--- config.mk ---
export PLATFORM = sky130hd
export DESIGN_NAME = cgog_out_buf
export DESIGN_NICKNAME = d
export VERILOG_FILES = /design/src/assert_macros.svh /design/src/cgog_pkg.sv /design/src/cgog_out_buf.sv
export SDC_FILE = /design/constraint.sdc
export NUM_CORES = 1
export LEC_CHECK = 0
export ABC_AREA = 1
export BUFFER_PORTS_ARGS = -buffer_cell sky130_fd_sc_hd__buf_2
export CAP_MARGIN = 20
export CORE_MARGIN = 5
export CORE_UTILIZATION = 30
export CTS_BUF_LIST = sky130_fd_sc_hd__clkbuf_8 sky130_fd_sc_hd__clkbuf_16
export CTS_CLUSTER_DIAMETER = 40
export DETAILED_ROUTE_END_ITERATION = 10
export PLACE_DENSITY = 0.62
export SYNTH_ARGS = -nofsm -noshare
export SYNTH_HDL_FRONTEND = slang
export SYNTH_SLANG_ARGS = --single-unit
export TNS_END_PERCENT = 30
--- constraint.sdc ---
create_clock -name clock -period 5.4 [get_ports clock]
set_input_delay 1.35 -clock clock [delete_from_list [all_inputs] [get_ports clock]]
set_output_delay 1.35 -clock clock [all_outputs]
set_load 0.02 [all_outputs]
--- src/assert_macros.svh ---
// Assertion macros shared by the offset generator RTL.
`ifndef ASSERT_MACROS_SVH
`define ASSERT_MACROS_SVH

// Same-cycle implication, disabled while reset is high.
`define ASSERT_IMPL(label, clk, rst, ante, cons, msg) \
   label: assert property (@(posedge clk) disable iff (rst) (ante) |-> (cons)) \
      else $error(msg);

// Next-cycle implication, disabled while reset is high.
`define ASSERT_NEXT(label, clk, rst, ante, cons, msg) \
   label: assert property (@(posedge clk) disable iff (rst) (ante) |=> (cons)) \
      else $error(msg);

`endif

--- src/cgog_pkg.sv ---
// Package with widths, register codes and shared types of the offset generator.
`timescale 1ns / 1ps

package cgog_pkg;

   localparam int IDX_W        = 24;
   localparam int DIM_W        = 13;
   localparam int STRIDE_W     = 5;
   localparam int BSTRIDE_W    = 31;
   localparam int CSR_DATA_W   = 31;
   localparam int CSR_INDEX_W  = 3;
   localparam int NPIX_W       = 2 * DIM_W;
   localparam int NVALID_W     = 3 * DIM_W;
   localparam int OFFSET_WIDTH = 32;
   localparam int RSP_W        = 32;

   typedef logic [OFFSET_WIDTH-1:0] offset_type;

   typedef enum logic [CSR_INDEX_W-1:0] {
      CSR_IN_WIDTH,
      CSR_OUT_WIDTH,
      CSR_OUT_HEIGHT,
      CSR_BATCH_COUNT,
      CSR_STRIDE_W,
      CSR_STRIDE_H,
      CSR_IN_BATCH_STRIDE,
      CSR_OUT_BATCH_STRIDE
   } csr_index_type;

   typedef struct packed {
      logic [DIM_W-1:0]     in_width;
      logic [DIM_W-1:0]     out_width;
      logic [DIM_W-1:0]     out_height;
      logic [DIM_W-1:0]     batch_count;
      logic [STRIDE_W-1:0]  stride_w;
      logic [STRIDE_W-1:0]  stride_h;
      logic [BSTRIDE_W-1:0] in_batch_stride;
      logic [BSTRIDE_W-1:0] out_batch_stride;
   } cfg_type;

   // Per-item sideband carried alongside the divider stages.
   typedef struct packed {
      logic             pad;
      logic [IDX_W-1:0] img;
      logic [IDX_W-1:0] pix;
   } div_side_type;

   typedef struct packed {
      logic [RSP_W-1:0] in_offset;
      logic [RSP_W-1:0] out_offset;
      logic             is_padding;
   } rsp_type;

   localparam cfg_type CFG_RESET = '{
      in_width:         DIM_W'(1),
      out_width:        DIM_W'(1),
      out_height:       DIM_W'(1),
      batch_count:      DIM_W'(1),
      stride_w:         STRIDE_W'(1),
      stride_h:         STRIDE_W'(1),
      in_batch_stride:  BSTRIDE_W'(0),
      out_batch_stride: BSTRIDE_W'(0)
   };

endpackage

--- src/cgog_out_buf.sv ---
// Output register with a skid entry; a full skid entry holds the pipeline.
`timescale 1ns / 1ps

module cgog_out_buf (
   input  logic              clock,
   input  logic              reset,
   input  logic              in_valid,
   input  cgog_pkg::rsp_type in_rsp,
   output logic              hold,
   output logic              rsp_valid,
   input  logic              rsp_stall,
   output cgog_pkg::rsp_type rsp_data
);

   logic              out_valid_ff, out_valid_in;
   logic              skid_valid_ff, skid_valid_in;
   cgog_pkg::rsp_type out_data_ff, out_data_in;
   cgog_pkg::rsp_type skid_data_ff, skid_data_in;
   logic              push;
   logic              open;

   // The pipeline moves only while the skid entry is empty.
   assign push = in_valid && !skid_valid_ff;
   assign open = !out_valid_ff || !rsp_stall;

   always_comb begin
      out_valid_in  = out_valid_ff;
      out_data_in   = out_data_ff;
      skid_valid_in = skid_valid_ff;
      skid_data_in  = skid_data_ff;
      if (open) begin
         out_valid_in  = skid_valid_ff || push;
         out_data_in   = skid_valid_ff ? skid_data_ff : in_rsp;
         skid_valid_in = 1'b0;
      end else if (push) begin
         skid_valid_in = 1'b1;
         skid_data_in  = in_rsp;
      end
   end

   always_ff @(posedge clock) begin
      if (reset) begin
         out_valid_ff  <= 1'b0;
         skid_valid_ff <= 1'b0;
      end else begin
         out_valid_ff  <= out_valid_in;
         skid_valid_ff <= skid_valid_in;
      end
   end

   always_ff @(posedge clock) begin
      out_data_ff  <= out_data_in;
      skid_data_ff <= skid_data_in;
   end

   assign hold      = skid_valid_ff;
   assign rsp_valid = out_valid_ff;
   assign rsp_data  = out_data_ff;

endmodule

; ---- Word-level counts from Yosys, hierarchy flattened
; Index checks and enable logic that the tools add are counted.
; Widths: inputs -> output; s select.
[op_classes]
add_sub_neg = 0
multipliers = 0
n_div = 0
n_lt_le_gt_ge = 0
n_eq_ne = 0
shift = 0
muxes = 1
n_bitwise = 1
reduce_logical = 8
[ops]
columns = cell, n
row1 = $mux 65, 1
row2 = $logic_not 1->1, 3
row3 = $logic_or 1x1->1, 2
row4 = $reduce_and 2->1, 1
row5 = $reduce_or 2->1, 1
row6 = $logic_and 1x1->1, 1
row7 = $not 1->1, 1
[totals]
ff_bits = 132
latchBits = 0
ram_bits = 0
mem_bits_ro = 0
input_bits = 69
out_inout_bits = 67
wordCells = 18
memories = 0

; ---- Depth between registers and ports, before layout
[depth]
depth_word = 4
mapped_depth = 4
ltp_nobuf = 3

; ---- Worst setup path after synthesis
; No wires, ideal clock.
[synth_path]
path_kind = in2reg
startpoint = input rsp_stall
endpoint = register skid_data_ff[0] (netlist bit) (enable)
t_arrival_ns = 4.152
setup_slack_ns = 0.760
stages = 2
cell_sequence = nand3_1 > nor2_1
[synth_via]
elab_chain_cells = 4
[synth_lines]
columns = element, line_no
row1 = from (decl), cgog_out_buf.sv:11  ; input logic rsp_stall,
row2 = $logic_not 1->1, cgog_out_buf.sv:24  ; assign open = !out_valid_ff || !rsp_stall;
row3 = $logic_or 1x1->1, cgog_out_buf.sv:24
row4 = $not 1->1 (no line), n/a
row5 = $reduce_and 2->1 (no line), n/a
row6 = to (signal assigned), cgog_out_buf.sv:53  ; skid_data_ff <= skid_data_in;
row7 = to (decl), cgog_out_buf.sv:18  ; cgog_pkg::rsp_type skid_data_ff, skid_data_in;
; Every way passes these cells.
; A chain may end at the register's enable or synchronous reset.

; ---- Final worst setup path
[layout_path]
startpoint = input rsp_stall
endpoint = register skid_data_ff[49] (netlist bit) (enable)
; Same word-level chain as after synthesis.

==> reports/results.txt <==
TritonCTS built the clock tree. The tools report the cell area reported after detailed placement as 5770 µm². The die covers 19000 µm². Clock-pin slew on the worst setup and hold paths: 0.05 ns. The top cell types in the final layout, fill and taps aside, are buf_2 (135), edfxtp_1 (130), inv_1 (66), nand2_1 (66), o21ai_0 (54).

The biggest fanout along the worst timing path came out at 37. Routability-driven placement finished with a final weighted congestion of 0.713. The flow ran to the end, and the final reports show no timing, DRC or antenna violations. For the synthesized area, the log shows 4910 µm². The setup path with the least slack is of type in2reg. Relative to the synthesized area, the layout overhead comes to 30.5%. For the worst setup path, the data required time is 5.44 ns. The initial cell density of the core is 0.308, and the total clock buffers created by CTS is 17. Adding up every negative setup slack in the final design gives 0 ns. The multi-input combinational cells in the finished layout cover a total of 618 µm². For the sequential fraction of the synthesis area, the log shows 0.804. The routed via count divided by cell count is 3.99, and the boundary pin count is 136. For the final database, setup skew stands at 0.0117 ns. For this run, design rule violations remaining after detail routing come to 0.

The logs give 0 for the hold violation total from the final report and 2.86 ns for the data arrival time at the worst-slack endpoint. For the number of detailed-routing iterations run before antenna repair, the log shows 4. The worst setup path is launched from an input port.

For this design, the CTS-stage hold fixing added 0 buffers. Setup violations remaining at the end of the flow were counted as 0. The average instance in the mapped netlist occupies 14.0 µm². The via count of the first global-routing pass was 2950; the average wire length per cell after detail routing was 13.1 µm. Synthesis instantiated 10 different standard cells from the library.

The placed wire-length estimate after detailed placement was 6.39 mm; the worst-case headroom to the max-slew limit was 0.397. In this run the power density over the cells is 404 nW/µm². For the worst-skew pair, the clock arrives at the later sink with an insertion delay of 0.41 ns. The initialized floorplan defines 46 standard-cell rows.

The fraction of layout instances using a drive strength above 1 came out at 0.341. In this run the deepest clock path goes through 2 buffers. At the pin with the least slew margin, the transition time is 0.905 ns. The filler cells instantiated in the layout total 1524. The endpoint class of the critical path is a register. The cell area after layout was 6400 µm²; the post-detailed-routing wire length was 9.43 mm.

Summing over every cut layer, the via total after detailed routing is 2880. The global-route wire length before repair was 14.4 mm. The logs give 0 for the number of slew-limit violations in the final report and 2.62 nW for the standby leakage power.

The flip-flop and latch area is 3950 µm², and the overall routing resource usage is 0.101. Warning count from the yosys run: 0. The tools report the fmax as 0.355 GHz. After clock tree synthesis, the setup repair step added 0 buffers. The most common cell after layout, fill and taps aside is buf_2. In this run the remaining antenna-violating nets after routing total 0. Max-cap violations in this run came to 0. The width of the die is 138 µm. The area of the placeable core was 15900 µm². The number of flip-flops and latches in the synthesized netlist was 132; the count of port buffers added during placement was 135.

The tools report the maximum number of pins on one net before global-route repair as 77. After the last flow step, the layout net total stands at 561. The clock period minus worst slack came out at 2.82 ns. The tools report the largest vdd supply drop as 0.000182 V. The number of clock sinks seen by CTS was 132; the final cycle utilization of the critical path was 0.522. The post-synth net total came out at 419. The path class of the tightest hold or removal check is reg2reg. Setup repair after global routing left no endpoint under its margin.

The first-iteration detailed-routing DRC count is 109. The CTS root buffer is clkbuf_16. The global route total overflow came out at 0.

The antenna diode instance count was 0; the count of H-tree levels built during CTS was 4. The initial antenna violation count was 0; the post-cts sizing count was 0. After technology mapping, the gate count stands at 350. The vertical extent of the die works out to 138 µm.
-- sequential cells by signal, indices dropped and copies added, names as in the netlist --
signal,flops
hold,1
rsp_valid,1
skid_data_ff,65
rsp_data,65
-- synth_stat cells, drive strengths merged --
| library cell | number | share of area |
|---|---|---|
| inv | 66 | 0.050 |
| clkbuf | 6 | 0.0046 |
| edfxtp | 130 | 0.80 |
| buf | 8 | 0.018 |
| o21ai | 66 | 0.067 |
| dfxtp | 2 | 0.0082 |
| nand3 | 2 | 0.0020 |
| nand2 | 67 | 0.051 |
| nor2 | 3 | 0.0023 |
-- per-stage QoR --
| step | utilization | setup WS (ns) | hold WS, ns | total power [mW] | std cells |
|---|---|---|---|---|---|
| final | 0.402 | 2.58 | 0.519 | 2.59 | 721 |
| after global routing | 0.402 | 2.45 | 0.535 | 2.69 | 721 |
| after CTS | 0.402 | 2.54 | 0.529 | 2.62 | 721 |
| after detailed placement | 0.362 | 2.08 | 0.516 | 1.41 | 689 |
| after global placement | 0.362 | 2.16 | 0.506 | 1.41 | 689 |
| after floorplan | - | 0.760 | 0.500 | 1.33 | 350 |
-- cells by family (layout without fill, tap and decap cells) --
kind of cell	count (synthesis)	after routing	share of synthesized area
flip-flops	132	132	0.804
AO/OA/AOI/OAI	66	66	0.0673
buffers and inverters	80	235	0.0734
AND/OR/NAND/NOR	72	72	0.0556
-- layer usage --
metal,part of all wire,routed length (µm),up-vias,track usage
met4,0.016,148,0,0.0472
met1,0.41,3880,1313,0.111
li1,-,-,1468,-
met2,0.50,4730,88,0.165
met3,0.071,672,11,0.0472
met5,0,0,-,0
-- area by class of cell --
cell class              count  share of cell area
clock inverters            11              0.0231
repair buffers            137               0.108
flip-flops and latches    132               0.617
well taps                 216              0.0422
multi-input cells         138              0.0965
clock buffers              21              0.0750
inverters                  66              0.0387
-- power breakdown --
| part | internal (mW) | switching (mW) | leakage, nW |
|---|---|---|---|
| Clock | 0.776 | 0.422 | 0.298 |
| Combinational | 0.0581 | 0.120 | 1.04 |
| Sequential | 1.19 | 0.0176 | 1.28 |
| Total | 2.03 | 0.559 | 2.62 |
-- path summary, 6_finish.rpt --
check              startpoint          endpoint  slack (ns)  depth (start not counted)
min          skid_data_ff[44]      rsp_data[44]        0.52                          2
min reg2reg  skid_data_ff[44]      rsp_data[44]        0.52                          2
max                 rsp_stall  skid_data_ff[49]        2.58                          4
max reg2reg              hold  skid_data_ff[49]        3.20                          2
-- critical path, cell delays in order --
cell and delay, ns:
buf_2 0.12, nand3_1 0.13, nor2_4 0.68, buf_4 0.54
Note: power is estimated with default switching activity, not from simulation.
