==> config.mk <==
export PLATFORM = sky130hd
export DESIGN_NAME = cgog_divider
export DESIGN_NICKNAME = d
export VERILOG_FILES = /design/src/assert_macros.svh /design/src/cgog_pkg.sv /design/src/cgog_divider.sv
export SDC_FILE = /design/constraint.sdc
export NUM_CORES = 2
export LEC_CHECK = 0
export BUFFER_PORTS_ARGS = -buffer_cell sky130_fd_sc_hd__buf_2
export CAP_MARGIN = 20
export CORE_ASPECT_RATIO = 0.75
export CORE_MARGIN = 2
export CORE_UTILIZATION = 55
export CTS_CLUSTER_DIAMETER = 150
export DETAILED_ROUTE_END_ITERATION = 10
export PLACE_DENSITY = 0.71
export SLEW_MARGIN = 10
export SYNTH_ARGS = -nofsm -noshare
export SYNTH_HDL_FRONTEND = slang
export SYNTH_SLANG_ARGS = --single-unit
==> constraint.sdc <==
create_clock -name clock -period 6.15 [get_ports clock]
set_input_delay 0.9225 -clock clock [delete_from_list [all_inputs] [get_ports clock]]
set_output_delay 0.9225 -clock clock [all_outputs]
set_load 0.005 [all_outputs]
==> src/assert_macros.svh <==
// Assertion macros shared by the offset generator RTL.
`ifndef ASSERT_MACROS_SVH
`define ASSERT_MACROS_SVH

// Same-cycle implication, disabled while reset is high.
`define ASSERT_IMPL(label, clk, rst, ante, cons, msg) \
   label: assert property (@(posedge clk) disable iff (rst) (ante) |-> (cons)) \
      else $error(msg);

// Next-cycle implication, disabled while reset is high.
`define ASSERT_NEXT(label, clk, rst, ante, cons, msg) \
   label: assert property (@(posedge clk) disable iff (rst) (ante) |=> (cons)) \
      else $error(msg);

`endif

==> src/cgog_pkg.sv <==
// Package with widths, register codes and shared types of the offset generator.
`timescale 1ns / 1ps

package cgog_pkg;

   localparam int IDX_W        = 24;
   localparam int DIM_W        = 13;
   localparam int STRIDE_W     = 5;
   localparam int BSTRIDE_W    = 31;
   localparam int CSR_DATA_W   = 31;
   localparam int CSR_INDEX_W  = 3;
   localparam int NPIX_W       = 2 * DIM_W;
   localparam int NVALID_W     = 3 * DIM_W;
   localparam int OFFSET_WIDTH = 32;
   localparam int RSP_W        = 32;

   typedef logic [OFFSET_WIDTH-1:0] offset_type;

   typedef enum logic [CSR_INDEX_W-1:0] {
      CSR_IN_WIDTH,
      CSR_OUT_WIDTH,
      CSR_OUT_HEIGHT,
      CSR_BATCH_COUNT,
      CSR_STRIDE_W,
      CSR_STRIDE_H,
      CSR_IN_BATCH_STRIDE,
      CSR_OUT_BATCH_STRIDE
   } csr_index_type;

   typedef struct packed {
      logic [DIM_W-1:0]     in_width;
      logic [DIM_W-1:0]     out_width;
      logic [DIM_W-1:0]     out_height;
      logic [DIM_W-1:0]     batch_count;
      logic [STRIDE_W-1:0]  stride_w;
      logic [STRIDE_W-1:0]  stride_h;
      logic [BSTRIDE_W-1:0] in_batch_stride;
      logic [BSTRIDE_W-1:0] out_batch_stride;
   } cfg_type;

   // Per-item sideband carried alongside the divider stages.
   typedef struct packed {
      logic             pad;
      logic [IDX_W-1:0] img;
      logic [IDX_W-1:0] pix;
   } div_side_type;

   typedef struct packed {
      logic [RSP_W-1:0] in_offset;
      logic [RSP_W-1:0] out_offset;
      logic             is_padding;
   } rsp_type;

   localparam cfg_type CFG_RESET = '{
      in_width:         DIM_W'(1),
      out_width:        DIM_W'(1),
      out_height:       DIM_W'(1),
      batch_count:      DIM_W'(1),
      stride_w:         STRIDE_W'(1),
      stride_h:         STRIDE_W'(1),
      in_batch_stride:  BSTRIDE_W'(0),
      out_batch_stride: BSTRIDE_W'(0)
   };

endpackage

==> src/cgog_divider.sv <==
// Pipelined restoring divider, one quotient bit per register stage.
`timescale 1ns / 1ps

module cgog_divider (
   input  logic                           clock,
   input  logic                           reset,
   input  logic                           advance,
   input  logic                           in_valid,
   input  logic [cgog_pkg::IDX_W-1:0]     in_dividend,
   input  logic [cgog_pkg::NPIX_W-1:0]    in_divisor,
   input  cgog_pkg::div_side_type         in_side,
   output logic                           out_valid,
   output logic [cgog_pkg::IDX_W-1:0]     out_quotient,
   output logic [cgog_pkg::IDX_W-1:0]     out_remainder,
   output cgog_pkg::div_side_type         out_side
);

   localparam int IW = cgog_pkg::IDX_W;
   localparam int TW = cgog_pkg::NPIX_W + 1;

   // The word register shifts the dividend out at the top while quotient
   // bits enter at the bottom; after the last stage it holds the quotient.
   logic                   valid_ff [IW];
   logic [IW-1:0]          word_ff  [IW];
   logic [IW-1:0]          rem_ff   [IW];
   cgog_pkg::div_side_type side_ff  [IW];

   for (genvar k = 0; k < IW; k++) begin : g_stage
      logic [IW-1:0]          word_src;
      logic [IW-1:0]          rem_src;
      logic                   valid_src;
      cgog_pkg::div_side_type side_src;
      logic [IW:0]            trial;
      logic [TW-1:0]          diff;
      logic                   take;
      logic [IW-1:0]          word_in;
      logic [IW-1:0]          rem_in;

      if (k == 0) begin : g_first
         assign word_src  = in_dividend;
         assign rem_src   = '0;
         assign valid_src = in_valid;
         assign side_src  = in_side;
      end else begin : g_next
         assign word_src  = word_ff[k-1];
         assign rem_src   = rem_ff[k-1];
         assign valid_src = valid_ff[k-1];
         assign side_src  = side_ff[k-1];
      end

      // A zero divisor only occurs with a zero dividend; it yields zeros.
      assign trial   = {rem_src, word_src[IW-1]};
      assign diff    = TW'(trial) - TW'(in_divisor);
      assign take    = (in_divisor != '0) && (TW'(trial) >= TW'(in_divisor));
      assign rem_in  = take ? diff[IW-1:0] : trial[IW-1:0];
      assign word_in = {word_src[IW-2:0], take};

      always_ff @(posedge clock) begin
         if (reset) begin
            valid_ff[k] <= 1'b0;
         end else if (advance) begin
            valid_ff[k] <= valid_src;
         end
      end

      always_ff @(posedge clock) begin
         if (advance) begin
            word_ff[k] <= word_in;
            rem_ff[k]  <= rem_in;
            side_ff[k] <= side_src;
         end
      end
   end

   assign out_valid     = valid_ff[IW-1];
   assign out_quotient  = word_ff[IW-1];
   assign out_remainder = rem_ff[IW-1];
   assign out_side      = side_ff[IW-1];

endmodule

# Word-level counts from Yosys, hierarchy flattened
# Memory sizes are Yosys's and may differ from the RTL's.
# Index checks and enable logic that the tools add are counted.
# classes
bitwise	24
muxes	54
add_sub_neg	24
magnitude_cmp	24
n_reduce_logical	25
# op_table
op	count
$ge 25x26->1	23
$mux 24	24
$sub 24x24->24	23
$mux 1	30
$ge 1x26->1	1
$reduce_bool 26->1	1
$logic_and 1x1->1	24
$or 1x1->1	24
$sub 1x24->24	1
# totals
inputBits	103
word_cells	155
memories	4
ff_bits	0
mem_bits_rw	2352
out_inout_bits	98
# mem_list
memory	words	word_bits	read_ports	rd_ports_with_merged_regs	write_ports	line_no	text
side_ff	24	49	24	0	24	cgog_divider.sv:26	cgog_pkg::div_side_type side_ff [IW];
rem_ff	24	24	24	0	24	cgog_divider.sv:25	logic [IW-1:0] rem_ff [IW];
word_ff	24	24	24	0	24	cgog_divider.sv:24	logic [IW-1:0] word_ff [IW];
valid_ff	24	1	24	0	24	cgog_divider.sv:23	logic valid_ff [IW];

# Logic depth before layout (Yosys ltp)
# logic_depth
word_depth	4
depth_mapped	15
ltp_nobuf	14

# Least setup slack after synthesis
# Ideal clock, no wire load.
# synth_timing
kind	in2reg
start	in in_divisor[1] (netlist bit)
end	mem rem_ff[2][129] (netlist bit), data pin
stages	11
t_arrival_ns	4.972
setup_ns	0.260
path_slack_ns	0.918
t_required_ns	5.890
n_path_buf	1
path_cell_list	inv_1 > fa_1 > a21o_1 > a21oi_1 > o21ai_0 > a211o_1 > nand3_1 > a41o_1 > a21oi_1 > buf_2 > mux2_2
# synth_lines
element	line_no	text
start: declaration	cgog_divider.sv:10	input logic [cgog_pkg::NPIX_W-1:0] in_divisor,
end: declaration	cgog_divider.sv:25	

==> impl_metrics.env <==
export IMPL_p_leak_nw=43.93
export IMPL_placed_cells=9708
export IMPL_synth_top_area_share=0.6775
export IMPL_nFillCells=13880
export IMPL_worstSetupEndpointType="register"
export IMPL_yosysWarnings=0
export IMPL_finalClockSkew_ps=61.65
export IMPL_reg2regPathDepth=14
export IMPL_worst_ep_arrival_time_ps=4980
export IMPL_fin_cells=10110
export IMPL_cts_post_setup_buffers_inserted=0
export IMPL_vias=59120
export IMPL_cp_start_kind="input pin"
export IMPL_clk_latency_ps=850
export IMPL_cts_tree="done"
export IMPL_seq_area_frac_synth=0.6775
export IMPL_reg2reg_to="rem_ff[0][25]"
export IMPL_fin_nets=8110
export IMPL_routed_via_density=5.848
export IMPL_first_iter_violations=5481
export IMPL_synth_area_um2=104200
export IMPL_worst_slew_pin_slew_ps=1195
export IMPL_r2r_start="word_ff[0][23]"
export IMPL_fmax_mhz=225.4
export IMPL_peakVddDrop_mv=0.3164
export IMPL_timing_worst_setup_path_type="input pin to register"
export IMPL_slew_headroom=0.2006
export IMPL_ctsResizeCount=0
export IMPL_yosysTopAreaCell="edfxtp_1"
export IMPL_hold_slack_ps=240.1
export IMPL_drc=0
export IMPL_min_path_type="input pin to register"
export IMPL_die_w_um=506.7
export IMPL_wl_per_cell_um=21.90
export IMPL_die_area_um2=193100
export IMPL_path_clk_slew_ps=60
export IMPL_required_ps=6690
export IMPL_hp_start="in_dividend[22]"
export IMPL_routed_wl_um=221400
export IMPL_setup_tns_final_ps=0
export IMPL_areaGrowthSynthToFinish_pct=11.91
export IMPL_synth_cell_types=83
export IMPL_synth_ff_type="edfxtp_1"
export IMPL_fin_ws_ps=1713
export IMPL_setup_viol=0
export IMPL_ioPinCount=201
export IMPL_r2r_setup_slack_ps=1840
export IMPL_syn_avg_cell_area_um2=14.94
export IMPL_cts_made_buffers=216
export IMPL_whs_path_depth=1
export IMPL_cts_hold_buffers=0
export IMPL_min_period_ps=4437
export IMPL_rsz0062_at_grt="no"
export IMPL_drt_pass1_iterations=6
export IMPL_grt_max_degree=182
export IMPL_slew_violations=0
export IMPL_grt_pass1_wl_um=336300
export IMPL_routabilityCongestion=0.9246
export IMPL_synth_edf_count=2352
export IMPL_synth_cells=6979
export IMPL_fp_row_count=138
export IMPL_synth_nets=7682
export IMPL_hold_violations=0
export IMPL_cts_root_buf="clkbuf_16"
export IMPL_cts_buffer_depth=3
export IMPL_antenna_found_initial=6
export IMPL_grt_ovfl_total=0
export IMPL_core_um2=188600
export IMPL_pre_cts_slack_ps=921.3
export IMPL_h_tree_depth=4
export IMPL_die_h_um=381.0
export IMPL_cts_sinks=2352
export IMPL_ys_async_sr_fraction=0
export IMPL_status="completed"
export IMPL_hold_end="word_ff[0][23]"
export IMPL_synth_seq_cells=2352
export IMPL_synth_top_cells_by_area="edfxtp_1, ha_1, mux2_2"
export IMPL_crit_fanout=15
export IMPL_numPortBuffers=200
export IMPL_ant_nets=0
export IMPL_grtUsageTotal=0.2267
export IMPL_min_period_over_period=0.7215
export IMPL_grt_pass1_vias=56200
export IMPL_start_util=0.5528
export IMPL_layout_drive_gt1_share=0.1404
export IMPL_hpwl_um=148100
export IMPL_drv_cap=0
export IMPL_power_density_nw_per_um2=360.2
==> state kept, by name, indices dropped and copies added (netlist names) <==
signal    cells
rem_ff      576
side_ff    1176
valid_ff     24
word_ff     576
==> area by class of cell <==
type,count,area [um^2],area share
repair buffers,332,2390,0.02049
diodes,2,5.005,0.00004290
multi-input cells,4311,32470,0.2784
clock inverters,148,1715,0.01471
well taps,2520,3153,0.02703
inverters,194,728.2,0.006242
clock buffers,251,5558,0.04764
flip-flops and latches,2352,70630,0.6055
==> power breakdown <==
part / switching, mW / internal [mW] / leakage [nW]
registers: 0.800 / 19.4 / 23.1
clock network: 5.98 / 7.57 / 3.45
logic: 4.67 / 3.55 / 17.4
total: 11.4 / 30.6 / 43.9
==> cells in the final DEF, fill, tap and decap left out, types with 62 or more instances in the layout <==
master     instances
edfxtp_1        2352
ha_1             577
a21oi_1          461
nand2_1          380
mux2_2           336
o21ai_0          327
a21o_1           302
nor2_1           288
xnor2_1          285
clkbuf_16        217
buf_2            199
inv_1            190
xor2_1           161
buf_4            102
nand4_1           86
nand3_1           85
nor3_1            75
o21bai_1          72
o21a_1            67
a31oi_1           66
nor2b_1           62
==> worst max-delay path: stages <==
cell and delay, ps:
buf_2 350, buf_12 240, ha_1 200, inv_1 60
fa_1 420, a211oi_1 270, o21bai_1 160, a21o_1 200
a31oi_1 420, o21ai_1 210, a221oi_1 460, a21oi_1 190
o31ai_4 220, buf_4 240, mux2_2 350
==> layer usage <==
| metal | vias up | share of wire | global-route usage |
|---|---|---|---|
| met5 | - | 0.00010 | 0 |
| met4 | 4 | 0.026 | 0.06009 |
| met2 | 2066 | 0.41 | 0.3158 |
| li1 | 27930 | - | - |
| met1 | 28770 | 0.48 | 0.3636 |
| met3 | 357 | 0.076 | 0.04172 |
==> worst max-delay path by stage <==
stage / from / end / depth (start not counted)
5_1_grt: in_divisor[0] / rem_ff[0][126] / 14
3_5_place_dp: in_divisor[0] / rem_ff[2][92] / 15
2_1_floorplan: in_divisor[1] / rem_ff[2][129] / 11
4_1_cts: in_divisor[0] / rem_ff[2][80] / 15
3_3_place_gp: in_divisor[0] / rem_ff[0][25] / 14
6_report: in_divisor[0] / rem_ff[2][80] / 15
==> kinds of logic (layout without fill, tap and decap cells) <==
logic type	after synthesis	in the layout	synth area share
AOI/OAI and AO/OA	1640	1640	0.1012
xor gates and xnor gates	446	446	0.03747
buffers and inverters	316	925	0.01183
muxes	374	374	0.04016
DFF	2352	2352	0.6775
and+or+nand+nor	1251	1251	0.05816
adders and majority gates	600	600	0.07367
other	0	2	0
==> cells in the mapped netlist, types with 18 or more instances <==
cell      instances
edfxtp_1       2352
ha_1            577
a21oi_1         470
nand2_1         380
mux2_2          336
o21ai_0         327
a21o_1          302
nor2_1          288
xnor2_1         285
inv_1           193
xor2_1          161
clkbuf_1         90
nand4_1          86
nand3_1          85
nor3_1           75
o21bai_1         72
o21a_1           67
a31oi_1          66
nor2b_1          63
nand2b_1         59
and3_1           53
a211oi_1         47
and2_1           46
a21boi_0         33
o31ai_1          32
o211ai_1         26
and4_1           23
fa_1             23
or3_1            22
or2_2            21
buf_2            20
mux2i_1          20
a211o_1          18
a221oi_1         18
mux2_1           18
nor4_1           18
==> per-stage QoR <==
| stage | instance area, um^2 | power [mW] | utilization |
|---|---|---|---|
| after CTS | 116600 | 42.30 | 0.6185 |
| after global routing | 116600 | 43.93 | 0.6186 |
| after global placement | 109300 | 28.45 | 0.5799 |
| final | 116700 | 42.01 | 0.6187 |
| after floorplan | 104200 | 26.05 | - |
| after detailed placement | 109300 | 28.57 | 0.5799 |
(Power assumes the default switching activity.)
