$ cat src/assert_macros.svh
// Assertion macros shared by the offset generator RTL.
`ifndef ASSERT_MACROS_SVH
`define ASSERT_MACROS_SVH

// Same-cycle implication, disabled while reset is high.
`define ASSERT_IMPL(label, clk, rst, ante, cons, msg) \
   label: assert property (@(posedge clk) disable iff (rst) (ante) |-> (cons)) \
      else $error(msg);

// Next-cycle implication, disabled while reset is high.
`define ASSERT_NEXT(label, clk, rst, ante, cons, msg) \
   label: assert property (@(posedge clk) disable iff (rst) (ante) |=> (cons)) \
      else $error(msg);

`endif

$ cat src/cgog_pkg.sv
// Package with widths, register codes and shared types of the offset generator.
`timescale 1ns / 1ps

package cgog_pkg;

   localparam int IDX_W        = 24;
   localparam int DIM_W        = 13;
   localparam int STRIDE_W     = 5;
   localparam int BSTRIDE_W    = 31;
   localparam int CSR_DATA_W   = 31;
   localparam int CSR_INDEX_W  = 3;
   localparam int NPIX_W       = 2 * DIM_W;
   localparam int NVALID_W     = 3 * DIM_W;
   localparam int OFFSET_WIDTH = 32;
   localparam int RSP_W        = 32;

   typedef logic [OFFSET_WIDTH-1:0] offset_type;

   typedef enum logic [CSR_INDEX_W-1:0] {
      CSR_IN_WIDTH,
      CSR_OUT_WIDTH,
      CSR_OUT_HEIGHT,
      CSR_BATCH_COUNT,
      CSR_STRIDE_W,
      CSR_STRIDE_H,
      CSR_IN_BATCH_STRIDE,
      CSR_OUT_BATCH_STRIDE
   } csr_index_type;

   typedef struct packed {
      logic [DIM_W-1:0]     in_width;
      logic [DIM_W-1:0]     out_width;
      logic [DIM_W-1:0]     out_height;
      logic [DIM_W-1:0]     batch_count;
      logic [STRIDE_W-1:0]  stride_w;
      logic [STRIDE_W-1:0]  stride_h;
      logic [BSTRIDE_W-1:0] in_batch_stride;
      logic [BSTRIDE_W-1:0] out_batch_stride;
   } cfg_type;

   // Per-item sideband carried alongside the divider stages.
   typedef struct packed {
      logic             pad;
      logic [IDX_W-1:0] img;
      logic [IDX_W-1:0] pix;
   } div_side_type;

   typedef struct packed {
      logic [RSP_W-1:0] in_offset;
      logic [RSP_W-1:0] out_offset;
      logic             is_padding;
   } rsp_type;

   localparam cfg_type CFG_RESET = '{
      in_width:         DIM_W'(1),
      out_width:        DIM_W'(1),
      out_height:       DIM_W'(1),
      batch_count:      DIM_W'(1),
      stride_w:         STRIDE_W'(1),
      stride_h:         STRIDE_W'(1),
      in_batch_stride:  BSTRIDE_W'(0),
      out_batch_stride: BSTRIDE_W'(0)
   };

endpackage

$ cat src/cgog_offset_calc.sv
// Four-stage multiply-add pipeline that forms the input and output byte offsets.
`timescale 1ns / 1ps

module cgog_offset_calc (
   input  logic                         clock,
   input  logic                         reset,
   input  logic                         advance,
   input  logic                         in_valid,
   input  cgog_pkg::div_side_type       in_side,
   input  logic [cgog_pkg::IDX_W-1:0]   in_row,
   input  logic [cgog_pkg::DIM_W-1:0]   in_col,
   input  cgog_pkg::cfg_type            cfg,
   output logic                         out_valid,
   output cgog_pkg::rsp_type            out_rsp
);

   localparam int OW   = cgog_pkg::OFFSET_WIDTH;
   localparam int RW   = cgog_pkg::RSP_W;
   localparam int IW   = cgog_pkg::IDX_W;
   localparam int PA_W = cgog_pkg::IDX_W + cgog_pkg::BSTRIDE_W;
   localparam int PB_W = cgog_pkg::STRIDE_W + cgog_pkg::IDX_W;
   localparam int PC_W = cgog_pkg::STRIDE_W + cgog_pkg::DIM_W;
   localparam int PM_W = OW + cgog_pkg::DIM_W;

   logic m1_valid_ff, m2_valid_ff, m3_valid_ff, m4_valid_ff;

   logic [PA_W-1:0] m1_pa_ff, m1_pa_in;
   logic [PA_W-1:0] m1_po_ff, m1_po_in;
   logic [PB_W-1:0] m1_pb_ff, m1_pb_in;
   logic [PC_W-1:0] m1_pc_ff, m1_pc_in;
   logic [IW-1:0]   m1_pix_ff;
   logic            m1_pad_ff;

   cgog_pkg::offset_type m2_sum_ff, m2_sum_in;
   cgog_pkg::offset_type m2_oo_ff, m2_oo_in, m2_oo_sum;
   logic [PC_W-1:0]      m2_pc_ff;
   logic                 m2_pad_ff;

   cgog_pkg::offset_type m3_prod_ff, m3_prod_in;
   cgog_pkg::offset_type m3_oo_ff;
   logic [PC_W-1:0]      m3_pc_ff;
   logic                 m3_pad_ff;

   cgog_pkg::offset_type m4_io_ff, m4_io_in, m4_io_sum;
   cgog_pkg::offset_type m4_oo_ff;
   logic                 m4_pad_ff;

   always_comb begin
      m1_pa_in   = PA_W'(in_side.img) * PA_W'(cfg.in_batch_stride);
      m1_po_in   = PA_W'(in_side.img) * PA_W'(cfg.out_batch_stride);
      m1_pb_in   = PB_W'(cfg.stride_h) * PB_W'(in_row);
      m1_pc_in   = PC_W'(cfg.stride_w) * PC_W'(in_col);
      m2_sum_in  = OW'(m1_pa_ff) + OW'(m1_pb_ff);
      m2_oo_sum  = OW'(m1_po_ff) + OW'(m1_pix_ff);
      m2_oo_in   = m2_oo_sum << 2;
      m3_prod_in = OW'(PM_W'(m2_sum_ff) * PM_W'(cfg.in_width));
      m4_io_sum  = m3_prod_ff + OW'(m3_pc_ff);
      m4_io_in   = m4_io_sum << 2;
   end

   always_ff @(posedge clock) begin
      if (reset) begin
         m1_valid_ff <= 1'b0;
         m2_valid_ff <= 1'b0;
         m3_valid_ff <= 1'b0;
         m4_valid_ff <= 1'b0;
      end else if (advance) begin
         m1_valid_ff <= in_valid;
         m2_valid_ff <= m1_valid_ff;
         m3_valid_ff <= m2_valid_ff;
         m4_valid_ff <= m3_valid_ff;
      end
   end

   always_ff @(posedge clock) begin
      if (advance) begin
         m1_pa_ff   <= m1_pa_in;
         m1_po_ff   <= m1_po_in;
         m1_pb_ff   <= m1_pb_in;
         m1_pc_ff   <= m1_pc_in;
         m1_pix_ff  <= in_side.pix;
         m1_pad_ff  <= in_side.pad;
         m2_sum_ff  <= m2_sum_in;
         m2_oo_ff   <= m2_oo_in;
         m2_pc_ff   <= m1_pc_ff;
         m2_pad_ff  <= m1_pad_ff;
         m3_prod_ff <= m3_prod_in;
         m3_oo_ff   <= m2_oo_ff;
         m3_pc_ff   <= m2_pc_ff;
         m3_pad_ff  <= m2_pad_ff;
         m4_io_ff   <= m4_io_in;
         m4_oo_ff   <= m3_oo_ff;
         m4_pad_ff  <= m3_pad_ff;
      end
   end

   assign out_valid          = m4_valid_ff;
   assign out_rsp.in_offset  = RW'(m4_io_ff);
   assign out_rsp.out_offset = RW'(m4_oo_ff);
   assign out_rsp.is_padding = m4_pad_ff;

endmodule

$ cat config.mk
export PLATFORM = sky130hd
export DESIGN_NAME = cgog_offset_calc
export DESIGN_NICKNAME = d
export VERILOG_FILES = /design/src/assert_macros.svh /design/src/cgog_pkg.sv /design/src/cgog_offset_calc.sv
export SDC_FILE = /design/constraint.sdc
export NUM_CORES = 2
export LEC_CHECK = 0
export BUFFER_PORTS_ARGS = -buffer_cell sky130_fd_sc_hd__buf_2
export CAP_MARGIN = 20
export CORE_ASPECT_RATIO = 1.1
export CORE_MARGIN = 1
export CORE_UTILIZATION = 55
export DETAILED_ROUTE_END_ITERATION = 8
export PLACE_DENSITY = 0.73
export RECOVER_POWER = 25
export SLEW_MARGIN = 5
export SYNTH_ARGS = -nofsm -noshare
export SYNTH_HDL_FRONTEND = slang
export SYNTH_SLANG_ARGS = --single-unit
$ cat constraint.sdc
create_clock -name clock -period 12.1 [get_ports clock]
set_input_delay 1.21 -clock clock [delete_from_list [all_inputs] [get_ports clock]]
set_output_delay 1.21 -clock clock [all_outputs]
set_load 0.02 [all_outputs]
# Word level (Yosys, flattened, before mapping)
# Index checks and enable logic that the tools add are counted.
# op_classes
add_sub_neg,3
n_mul,5
div,0
order_cmp,0
eq_ne,0
n_shift,0
mux,0
n_bitwise,0
n_reduce_logical,0
# ops
cell,count
adder 32 x 29 -> 32 bit,1
multiplier 24 x 31 -> 32 bit,1
multiplier 32 x 13 -> 30 bit,1
multiplier 24 x 31 -> 30 bit,1
adder 30 x 18 -> 30 bit,1
adder 30 x 24 -> 30 bit,1
multiplier 5 x 24 -> 29 bit,1
multiplier 5 x 13 -> 18 bit,1
# word_totals
reg_bits,359
latchBits,0
ram_bits,0
mem_bits_ro,0
input_bits,214
out_inout_bits,66
elab_cells,29
n_memories,0

# Longest topological paths before layout
# logic_depth
depth_word,1
ltp_mapped,26
ltp_nobuf,24

# Worst setup path after synthesis
# Ideal clock, no wire load.
# synth_path
kind,input -> register
start,input in_side[24] (netlist bit)
end,register m1_po_ff[26] (data pin)
setup_time_ns,0.259
arrival_ns,7.205
required_time_ns,11.841
path_slack_ns,4.636
cell_stages,26
n_path_buf,3
cell_sequence,clkbuf_1 > clkbuf_1 > nand2_1 > fa_1 > inv_1 > fa_1 > inv_1 > fa_1 > inv_1 > ha_1 > fa_1 > fa_1 > inv_1 > fa_1 > inv_1 > ha_1 > clkbuf_1 > a21o_1 > a21oi_1 > a21boi_0 > o41a_1 > a41o_1 > o21ai_0 > nand2b_1 > a21oi_1 > xnor2_1
# synth_via
elab_chain_len,1
# synth_rtl
element,line_no,source
"start, declared",cgog_offset_calc.sv:9,"input cgog_pkg::div_side_type in_side,"
multiplier 24 x 31 -> 30 bit,cgog_offset_calc.sv:50,m1_po_in = PA_W'(in_side.img) * PA_W'(cfg.out_batch_stride);
via m1_po_in[26],cgog_offset_calc.sv:28,"logic [PA_W-1:0] m1_po_ff, m1_po_in;"
"end signal, assigned",cgog_offset_calc.sv:78,m1_po_ff <= m1_po_in;
"end, declared",cgog_offset_calc.sv:28,
# The timed path passes the listed nets, and every way through them passes these cells.
# A chain may end at the register's enable or synchronous reset.

# Final worst setup path
# layout_path
start,input in_side[26] (netlist bit)
end,register m1_pa_ff[27] (data pin)
# layout_via
elab_chain_len,1
# layout_rtl
element,line_no,source
multiplier 24 x 31 -> 32 bit,cgog_offset_calc.sv:49,m1_pa_in = PA_W'(in_side.img) * PA_W'(cfg.in_batch_stride);
via m1_pa_in[27],cgog_offset_calc.sv:27,"logic [PA_W-1:0] m1_pa_ff, m1_pa_in;"
"end signal, assigned",cgog_offset_calc.sv:77,m1_pa_ff <= m1_pa_in;
"end, declared",cgog_offset_calc.sv:27,
# The timed path passes the listed nets, and every way through them passes these cells.

==> flow_metrics.py <==
metrics = {
    "clock_network": {
        "cts-root-buf": "clkbuf_16",
        "cts_inserted_buffers": 39,
        "cts-hold-fix-buffers": 0,
        "clock-sinks": 355,
        "clock_latency_ns": 0.57,
        "cts-htree-levels": 2,
        "postCtsSetupBuffers": 0,
        "cts_tree": "yes",
        "post_cts_resized": 0,
        "path_clk_slew_ns": 0.06,
        "clock_path_buffers": 3,
    },
    "place": {
        "gp_congestion": 0.881,
        "placed_area_sq_um": 57400,
        "io_buffers": 234,
        "dp_hpwl_microns": 94000,
    },
    "setup_path": {
        "crit_cells": 25,
        "criticalPathCategory": "primary input to register",
        "max_stage_delay_ns": 0.70,
        "r2r_cells": 19,
        "path_max_fanout": 31,
        "cp_top_family": "adder cells",
        "cp_data_arrival_time_ns": 8.53,
        "critPathLaunchType": "primary input",
        "slowest_stage": "o31ai_1",
        "end_kind": "register",
        "worstPathRequired_ns": 12.41,
        "cp_num_buf_inv": 7,
        "cp_common_cell": "fa_1",
    },
    "cells_and_area": {
        "drive_gt1_share_pct": 5.39,
        "final_nets": 7343,
        "areaGrowthSynthToFinish_pct": 5.89,
        "design_area_sq_um": 58600,
        "post-route-util_pct": 59.0,
    },
    "yosys": {
        "synth_cells": 5682,
        "yosysWarnings": 0,
        "synthArstFlopShare_pct": 0,
        "netlist_area_sq_um": 55400,
        "synth.most_common_cell": "inv_1",
        "synth_edf_count": 351,
        "synth.avg_cell_area_sq_um": 9.75,
        "ys.flop_type": "edfxtp_1",
        "synth_top_cell_area_share_pct": 37.1,
        "ys_seq_elements": 355,
        "yosysUniqueCellTypes": 65,
        "synthTopCellsByArea": "fa_1 37%, edfxtp_1 19%, ha_1 8.2%, inv_1 8.2%, and2_1 8.0%",
        "synth_commonest_cells": "1,207 x inv_1, 1,027 x fa_1, 765 x nand2_1",
        "ys_seq_area_share_pct": 19.2,
        "yosysTopAreaCell": "fa_1",
    },
    "hold_path": {
        "min_path_cells": 0,
        "hold_path.class": "register to register",
    },
    "drt": {
        "avgViaCountPerCell": 5.39,
        "vias": 38100,
        "wirelength_microns": 124000,
        "firstDrtPassIters": 5,
        "drt_iter0_markers": 2118,
        "drc": 0,
        "drt-wirelength-per-cell_microns": 17.5,
        "ant_nets": 0,
    },
    "floorplan": {
        "die_area_sq_um": 102000,
        "die_w_microns": 305,
        "start_util_pct": 55.8,
        "core_area_sq_um": 99300,
        "rows": 121,
        "die_h_microns": 335,
        "io_pins": 280,
    },
    "global_routing": {
        "antenna_found_initial": 12,
        "overflow": 0,
        "grt_max_degree": 84,
        "grt_first_pass_wirelength_microns": 205000,
        "grt_pass1_vias": 40900,
        "grt_usage_pct": 25.3,
    },
    "timing": {
        "fin_crit_ns": 8.22,
        "hold_slack_ns": 0.412,
        "setup_viol": 0,
        "tns_ns": 0,
        "clock-skew-final_ns": 0.0304,
        "rsz0062_at_grt": "false",
        "hold_violations": 0,
        "drv_slew": 62,
        "tightestPinTransition_ns": 3.96,
        "max_freq_mhz": 122,
        "period_share_pct": 68.0,
        "slew_headroom_pct": -164,
    },
    "flow_run": {
        "max-cap-violations": 1,
    },
    "run_status": {
        "violations": "capacitance limit, slew limit",
        "outcome": "finished with violations",
    },
}
## path summary, 6_finish.rpt
path	from	slack, ns	to
hold / removal	m2_pc_ff[17]	0.41	m3_pc_ff[17]
hold reg to reg	m2_pc_ff[17]	0.41	m3_pc_ff[17]
setup reg to reg	m2_sum_ff[7]	5.88	m3_prod_ff[28]
setup / recovery	in_side[26]	3.88	m1_pa_ff[27]
## sequential cells by signal, summed over array words and instances, names as in the netlist, 18 cells and up
name	flops
m1_pb_ff	29
m2_sum_ff	30
m3_pc_ff	18
m1_pc_ff	18
m1_po_ff	30
m1_pa_ff	30
m4_io_ff	30
m2_pc_ff	18
m1_pix_ff	24
m3_prod_ff	30
m3_oo_ff	30
m4_oo_ff	30
m2_oo_ff	30
## kinds of logic (layout without fill, tap and decap cells)
family,Yosys count,in the layout,share of synthesized area [%]
muxes,6,6,0.108
other,1,14,0.00677
buffers and inverters,1443,1525,9.81
and+or+nand+nor,1747,1747,15.7
DFF,355,355,19.2
adders and majority gates,1390,1390,45.3
AOI/OAI and AO/OA,465,465,5.48
xor gates and xnor gates,275,275,4.35
## cells in the final DEF (no fill, tap or decap), drive strengths merged, types with 5 or more instances in the layout
cell type	instances
inv	1210
fa	1027
nand2	765
and2	707
ha	363
edfxtp	351
buf	241
xnor2	213
a21oi	139
nor2	108
o21ai	79
a21o	70
xor2	62
clkbuf	57
o21a	44
nor3	35
nand3	25
nand2b	24
o21bai	20
nor2b	20
a211oi	18
and3	17
a31oi	15
diode	10
clkinv	10
a21boi	9
or3	9
o31ai	8
a211o	8
nand4	6
or2	6
nor4b	6
o311ai	6
o211ai	6
mux2i	6
nor3b	5
## worst reg2reg max path, cell delays in order, from the launching register on
cell and delay (ns):
edfxtp_1 0.69, nand2_1 0.16, fa_1 0.54, inv_1 0.06, fa_1 0.50, inv_1 0.07, fa_1 0.50, inv_1 0.05
fa_1 0.55, fa_1 0.42, ha_1 0.33, o21a_1 0.19, nor2_1 0.12, nor2b_1 0.09, a31oi_1 0.34, o31ai_1 0.20
a21o_1 0.24, a221oi_1 0.46, a21oi_1 0.15, xor2_1 0.31
## cell type report
class                      instances  area [sq um]
clock inverter                    20           205
clock buffer                      49          1030
multi-input combinational       3887         39300
inverter                        1207          4530
tap                             1291          1620
antenna                           10          25.0
timing repair buffer             249          1270
sequential                       355         10600
fill                            8495         40700
## metrics by stage
stage | instances | setup WS, ns
after detailed placement | 6989 | 3.39
after global routing | 7068 | 3.47
after global placement | 6989 | 3.51
after floorplan | 5685 | 4.64
final | 7068 | 3.88
after CTS | 7058 | 3.97
## layer usage
layer  part of all wire, %  vias up  wire, microns  global-route usage (%)
li1                      -    17300              -                       -
met1                    40    19400          49100                    31.6
met2                    52     1129          63800                    45.0
met3                   5.2      264           6470                    2.77
met4                   3.6        4           4420                    9.83
met5                 0.015        -             18                       0
Power is left out: the tool's default activity adds up to more than one toggle a clock period on the data nets, which glitch-free logic cannot reach.
